### src/hdl/isa_pkg.sv
`default_nettype none
package isa_pkg;

  // operation codes carried in the kind field
  localparam logic [3:0] KIND_INSERT_AT    = 4'd0;
  localparam logic [3:0] KIND_APPEND       = 4'd1;
  localparam logic [3:0] KIND_READ         = 4'd2;
  localparam logic [3:0] KIND_OVERWRITE    = 4'd3;
  localparam logic [3:0] KIND_REMOVE_LAST  = 4'd4;
  localparam logic [3:0] KIND_REMOVE_AT    = 4'd5;
  localparam logic [3:0] KIND_REMOVE_VALUE = 4'd6;
  localparam logic [3:0] KIND_CONTAINS     = 4'd7;
  localparam logic [3:0] KIND_CLEAR        = 4'd8;

  // result status codes
  typedef enum logic [2:0] {
    ST_OK      = 3'd0,
    ST_RANGE   = 3'd1,
    ST_EMPTY   = 3'd2,
    ST_FULL    = 3'd3,
    ST_MISSING = 3'd4
  } status_t;

  // what every cell does with its stored word on a commit
  typedef enum logic [2:0] {
    OP_HOLD,
    OP_WRITE,
    OP_INSERT,
    OP_DELETE,
    OP_DELETE_FOUND
  } cell_op_t;

  // control broadcast from the sequencer to all cells
  typedef struct packed {
    cell_op_t           op;
    logic               scan;
    logic signed [31:0] word;
  } cell_cmd_t;

  typedef enum logic [1:0] {
    S_IDLE,
    S_SCAN,
    S_EXEC
  } state_t;

endpackage
`default_nettype wire

### src/hdl/isa_cell.sv
`default_nettype none
module isa_cell #(
  parameter int INDEX = 0,
  parameter int AW    = 7
) (
  input  wire logic               clk,
  input  wire isa_pkg::cell_cmd_t cmd,
  input  wire logic [AW-1:0]      at,
  input  wire logic [AW-1:0]      count,
  input  wire logic signed [31:0] left_data,
  input  wire logic signed [31:0] right_data,
  input  wire logic               left_found,
  input  wire logic signed [31:0] left_pass,
  output logic signed [31:0]      data,
  output logic                    found,
  output logic signed [31:0]      pass
);

  localparam logic [AW-1:0] ME = AW'(INDEX);

  logic signed [31:0] data_r, data_nxt;
  logic               found_r, found_nxt;
  logic signed [31:0] pass_r, pass_nxt;
  logic               here, above, valid;

  assign here  = (at == ME);
  assign above = (ME > at);
  assign valid = (ME < count);

  // stored word: write, shift up from the left or down from the right
  always_comb begin
    case (cmd.op)
      isa_pkg::OP_WRITE:        data_nxt = here ? cmd.word : data_r;
      isa_pkg::OP_INSERT:       data_nxt = here ? cmd.word : (above ? left_data : data_r);
      isa_pkg::OP_DELETE:       data_nxt = (here || above) ? right_data : data_r;
      isa_pkg::OP_DELETE_FOUND: data_nxt = found_r ? right_data : data_r;
      default:                  data_nxt = data_r;
    endcase
  end

  // scan chain: running "match seen at or below me", and the read tap
  assign found_nxt = left_found | (valid && (data_r == cmd.word));
  assign pass_nxt  = here ? data_r : left_pass;

  always_ff @(posedge clk) begin
    data_r <= data_nxt;
    if (cmd.scan) begin
      found_r <= found_nxt;
      pass_r  <= pass_nxt;
    end
  end

  assign data  = data_r;
  assign found = found_r;
  assign pass  = pass_r;

endmodule
`default_nettype wire

### config.mk
export PLATFORM = sky130hd
export DESIGN_NAME = isa_cell
export DESIGN_NICKNAME = d
export VERILOG_FILES = /design/src/hdl/isa_pkg.sv /design/src/hdl/isa_cell.sv
export SDC_FILE = /design/constraint.sdc
export NUM_CORES = 1
export LEC_CHECK = 0
export CORE_MARGIN = 10
export CORE_UTILIZATION = 68
export DETAILED_ROUTE_END_ITERATION = 8
export DONT_BUFFER_PORTS = 1
export GPL_ROUTABILITY_DRIVEN = 0
export PLACE_DENSITY = 0.82
export SETUP_SLACK_MARGIN = 0.02
export SYNTH_ARGS = -nofsm -noshare
export SYNTH_HDL_FRONTEND = slang
export SYNTH_SLANG_ARGS = --single-unit
### constraint.sdc
create_clock -name clk -period 9.5 [get_ports clk]
set_clock_uncertainty 0.2 [all_clocks]
set_input_delay 1.9 -clock clk [delete_from_list [all_inputs] [get_ports clk]]
set_output_delay 1.9 -clock clk [all_outputs]
set_load 0.01 [all_outputs]
==> results.yml, run 1 <==
detailed_routing:
  routed_via_density: 6.98
  routed-via-count: 2144
  dr.pass1.iters: 4
  drcViolationCount: 0
  drt_iter0_drc: 125
  wire_per_inst_um: 32.5
  postRouteWirelength_um: 9990
  antenna_left: 0
global_routing:
  grt_pass1_vias: 2433
  track_usage_pct: 23.5
  grt_pass1_wl_um: 14800
  antenna_found_initial: 0
  grt.overflow.total: 0
  grt_max_degree: 34
timing:
  hold-worst-slack_ns: 0.521
  worst_pin_slew_ns: 0.864
  setup_viol: 0
  setup_ws_ns: 5.53
  tns_ns: 0
  finalCritPeriodShare_pct: 41.8
  max_freq_mhz: 252
  period_needed_ns: 3.97
  relSlewSlack_pct: 42.2
  hold_violations: 0
  rsz0062_at_grt: "no"
  slew_violations: 0
worst_setup_path:
  crit_family: "simple AND/OR/NAND/NOR gates"
  crit_type: "in -> reg"
  cp_cell_sequence: "nor4_4 -> nand2_2 -> o31ai_4 -> buf_4"
  cp-end-kind: "register"
  cp.depth: 4
  cp_data_required_time_ns: 9.28
  cp-start-kind: "input pin"
  cpPeakStageDelay_ns: 0.59
  reg2reg_depth: 4
  arrival_ns: 3.75
  cp_max_fo: 33
  slowest_stage: "nand2_2"
  worst-path-buf-inv: 1
clocking:
  cts_resized: 0
  cts_sinks: 65
  htree_num_levels: 3
  cts.clk_slew.worst_paths_ns: 0.06
  cts_setup_buffers: 0
  cts.path.max_buffers: 2
  cts_root_buf: "clkbuf_8"
  cts-buffers-inserted: 9
  ctsHoldBuffers: 0
  clk_latency_ns: 0.33
  cts_tree: "yes"
logic_synthesis:
  synth-seq-cells: 65
  synth_cell_types: 29
  synth_top_family_by_area: "compound AO/OA/AOI/OAI gates"
  syn_nets: 381
  synthSimpleGateAreaFrac_pct: 3.89
  synth_common_cells: "65 x edfxtp_1, 32 x mux2_2, 31 x a21o_1, 31 x a22o_1, 24 x xnor2_1"
  synth_area_mm2: 0.00338
  synth_ff_type: "edfxtp_1"
  synth_enable_flop_cells: 65
  synth.area.mux_share_pct: 11.0
  yosysWarnings: 0
  synth_xor_area_share_pct: 8.30
  yosys.area.top_type: "edfxtp_1"
  synth_compound_area_share_pct: 17.2
  synth_top_area_share_pct: 57.8
  ys_top_cells_by_area: "edfxtp_1 58%, mux2_2 11%, a22o_1 8.0%"
  synthArstFlopShare_pct: 0
  synth_most_common_cell: "edfxtp_1"
  avgSynthCellArea_um2: 14.5
  synth_cells: 233
  synth_adder_area_share_pct: 0
  seq_area_frac_synth_pct: 57.8
final_layout:
  final_util_pct: 76.4
  drive_gt1_share_pct: 22.9
  fin_area_mm2: 0.00363
  synthToLayoutAreaGrowth_pct: 7.63
  diodes: 0
  fillers: 312
  num-nets-final: 384
  regArea_mm2: 0.00195
  multi_input_area_mm2: 0.00138
placed_design:
  dpl_cell_area_mm2: 0.00344
  port_buffers: 0
  hpwl_um: 7850
  dp_slack_ns: 5.23
job:
  max_cap_viol_count: 0
floorplanning:
  rows: 25
  die_x_um: 90.5
  start_util_pct: 71.0
  io_pins: 213
  die_area_mm2: 0.00818
  chipHeight_um: 90.5
  core_area_mm2: 0.00475
worst_hold_path:
  hold_depth: 1
  hold_class: "reg -> reg"
power:
  p_leak_nw: 1.35
  irDropWorstVdd_uv: 103
  power_density_mw_per_mm2: 171
outcome:
  outcome: "completed"
[cell families after synthesis]
group	Yosys count
compound gates	71
flops	65
mux	33
xor+xnor	32
simple gates	19
buf+inv	13
[registers in the layout (all words and copies together), names as in the netlist]
register / cells
data: 32
found: 1
pass: 32
[placed cells by master (no fill, tap or decap), drive strengths merged, types with 6 or more instances in the layout]
master,n
a21o,31
xnor2,24
mux2,32
xor2,8
nand4,6
clkbuf,10
a22o,31
edfxtp,65
[worst paths after layout]
check,slack [ns],start,to
setup / recovery,5.53,at[2],data[17]$_DFFE_PP_
hold / removal,0.52,data[22]$_DFFE_PP_,pass[22]$_DFFE_PP_
setup reg to reg,7.51,data[27]$_DFFE_PP_,found$_DFFE_PP_
hold reg to reg,0.52,data[22]$_DFFE_PP_,pass[22]$_DFFE_PP_
[per-stage QoR]
step / power [W] / instances
floorplan: 0.000399 / 233
global placement: 0.000410 / 291
detailed placement: 0.000414 / 291
CTS: 0.000625 / 306
global route: 0.000647 / 307
finish: 0.000623 / 307
[final cells by class]
cell class,count,share of cell area (%)
clock inverters,5,1.31
repair buffers,4,1.03
multi-input cells,155,38.0
flip-flops and latches,65,53.7
well taps,67,2.31
inverters,1,0.103
clock buffers,10,3.51
[where the power goes]
group | internal, W | total, W | switching, W
Sequential | 0.000336 | 0.000352 | 0.0000164
Combinational | 0.0000302 | 0.0000550 | 0.0000248
Clock | 0.000117 | 0.000216 | 0.0000987
[metal layers]
metal | track usage, % | wire length (um)
met5 | 0 | 0
met4 | 8.89 | 176
met3 | 12.9 | 1300
met2 | 41.5 | 5380
met1 | 22.4 | 3130
No activity file was read; power rests on OpenSTA's default activity.
==> run 2: changes to the inputs <==
--- a/config.mk
+++ b/config.mk
@@ -6,11 +6,11 @@
 export NUM_CORES = 1
 export LEC_CHECK = 0
 export CORE_MARGIN = 10
-export CORE_UTILIZATION = 68
+export CORE_UTILIZATION = 57
 export DETAILED_ROUTE_END_ITERATION = 8
 export DONT_BUFFER_PORTS = 1
 export GPL_ROUTABILITY_DRIVEN = 0
-export PLACE_DENSITY = 0.82
+export PLACE_DENSITY = 0.73
 export SETUP_SLACK_MARGIN = 0.02
 export SYNTH_ARGS = -nofsm -noshare
 export SYNTH_HDL_FRONTEND = slang
==> constraint.sdc (replaced) <==
create_clock -name clk -period 3.65 [get_ports clk]
set_clock_uncertainty 0.2 [all_clocks]
set_input_delay 0.73 -clock clk [delete_from_list [all_inputs] [get_ports clk]]
set_output_delay 0.73 -clock clk [all_outputs]
set_load 0.01 [all_outputs]
==> results.yml, run 2 (synthesis results as in run 1) <==
power:
  p_seq_share_pct: 56.3
  internal-power_w: 0.00126
  power_density_mw_per_mm2: 447
  total_power_w: 0.00163
  irDropWorstVdd_uv: 270
  combPwrFrac_pct: 8.8
  sw_frac_of_total_pct: 22.4
  p_leak_nw: 1.35
  power.switching_w: 0.000366
  p_clk_share_pct: 34.9
final_layout:
  final_common_cell: "edfxtp_1"
  diodes: 0
  synthToLayoutAreaGrowth_pct: 7.93
  fillers: 456
  fin_area_mm2: 0.00364
  drive_gt1_share_pct: 23.1
  num-nets-final: 385
  final_cell_mix: "65 x edfxtp_1, 32 x mux2_2, 31 x a22o_1, 31 x a21o_1, 24 x xnor2_1"
floorplanning:
  chipHeight_um: 97.0
  rows: 27
  start_util_pct: 59.9
  die_x_um: 97.0
  die_area_mm2: 0.00940
  io_pins: 213
  core_area_mm2: 0.00564
clocking:
  cts.path.max_buffers: 2
  htree_num_levels: 3
  ctsHoldBuffers: 0
  cts_root_buf: "clkbuf_8"
  clk_latency_ns: 0.34
  cts_setup_buffers: 0
  cts.clk_slew.worst_paths_ns: 0.07
  cts_tree: "yes"
  cts_sinks: 65
  cts-buffers-inserted: 9
  cts_resized: 0
detailed_routing:
  drt_iter0_drc: 110
  routed-via-count: 2144
  wire_per_inst_um: 34.4
  antenna_left: 0
  routed_via_density: 6.83
  drcViolationCount: 0
  dr.pass1.iters: 4
  postRouteWirelength_um: 10800
outcome:
  outcome: "completed"
worst_setup_path:
  crit_type: "in -> reg"
  cpPeakStageDelay_ns: 0.58
  arrival_ns: 2.16
  cp-end-kind: "register"
  r2r_slack_ns: 1.64
  cp-start-kind: "input pin"
  cp_max_fo: 18
  slowest_stage: "a211oi_4"
  cp_data_required_time_ns: 3.65
  cp_cell_sequence: "nand2b_1 -> a211oi_4 -> buf_4 -> a22o_1 -> a21o_1"
timing:
  rsz0062_at_grt: "no"
  hold_violations: 0
  setup_viol: 0
  worst_pin_slew_ns: 0.663
  max_freq_mhz: 463
  tns_ns: 0
  slew_violations: 0
  hold-worst-slack_ns: 0.300
  period_needed_ns: 2.16
  relSlewSlack_pct: 55.7
  finalCritPeriodShare_pct: 59.1
global_routing:
  grt_pass1_vias: 2473
  grt_max_degree: 34
  grt.overflow.total: 0
  antenna_found_initial: 0
  grt_pass1_wl_um: 15800
  track_usage_pct: 22.0
worst_hold_path:
  hold_class: "in -> reg"
placed_design:
  port_buffers: 0
  dpl_cell_area_mm2: 0.00347
  hpwl_um: 8650
job:
  max_cap_viol_count: 0
[run 2: changes by cell type in the layout (fill, tap and decap cells not counted)]
cell,before,now
clkbuf_1,1,3
buf_8,1,0
clkinv_1,2,1
buf_4,3,5
[run 2: power groups by stage]
stage	combinational, W	sequential, W	clock, W
2_1_floorplan	0.000116	0.000923	0
3_3_place_gp	0.000137	0.000934	0
3_5_place_dp	0.000145	0.000935	0
4_1_cts	0.000145	0.000920	0.000583
5_1_grt	0.000158	0.000921	0.000620
6_report	0.000144	0.000917	0.000569
[run 2: area by class of cell]
class                   count  area (um^2)  share of cell area, %
clock buffers              12          135                   3.71
clock inverters             4         43.8                   1.20
inverters                   1         3.75                  0.103
multi-input cells         155         1380                   37.9
flip-flops and latches     65         1950                   53.6
well taps                  72         90.1                   2.47
repair buffers              5         37.5                   1.03
[run 2: metal layers]
layer	GRT usage, %	vias to the layer above	share of wire [%]
li1	-	935	-
met1	19.5	1045	31
met2	40.8	147	55
met3	11.2	17	12
met4	8.34	0	1.6
met5	0	-	0
[run 2: per-stage QoR]
stage / cells / setup slack, ns / utilization [%]
after floorplan: 233 / 0.129 / -
after detailed placement: 298 / 1.14 / 61.4
after global routing: 314 / 1.38 / 64.6
after CTS: 314 / 1.49 / 64.6
after global placement: 298 / 1.22 / 61.4
final: 314 / 1.49 / 64.6
[run 2: critical path: cells and delay by family]
family	cells	cell delay, ns
buf+inv	1	0.36
simple gates	1	0.22
compound gates	3	0.85
[run 2: worst paths after layout]
| check | startpoint | end | cells past startpoint |
|---|---|---|---|
| max | cmd[35] | data[24]$_DFFE_PP_ | 5 |
| min | cmd[32] | pass[22]$_DFFE_PP_ | 0 |
| max reg2reg | data[11]$_DFFE_PP_ | found$_DFFE_PP_ | 4 |
| min reg2reg | data[27]$_DFFE_PP_ | pass[27]$_DFFE_PP_ | 1 |
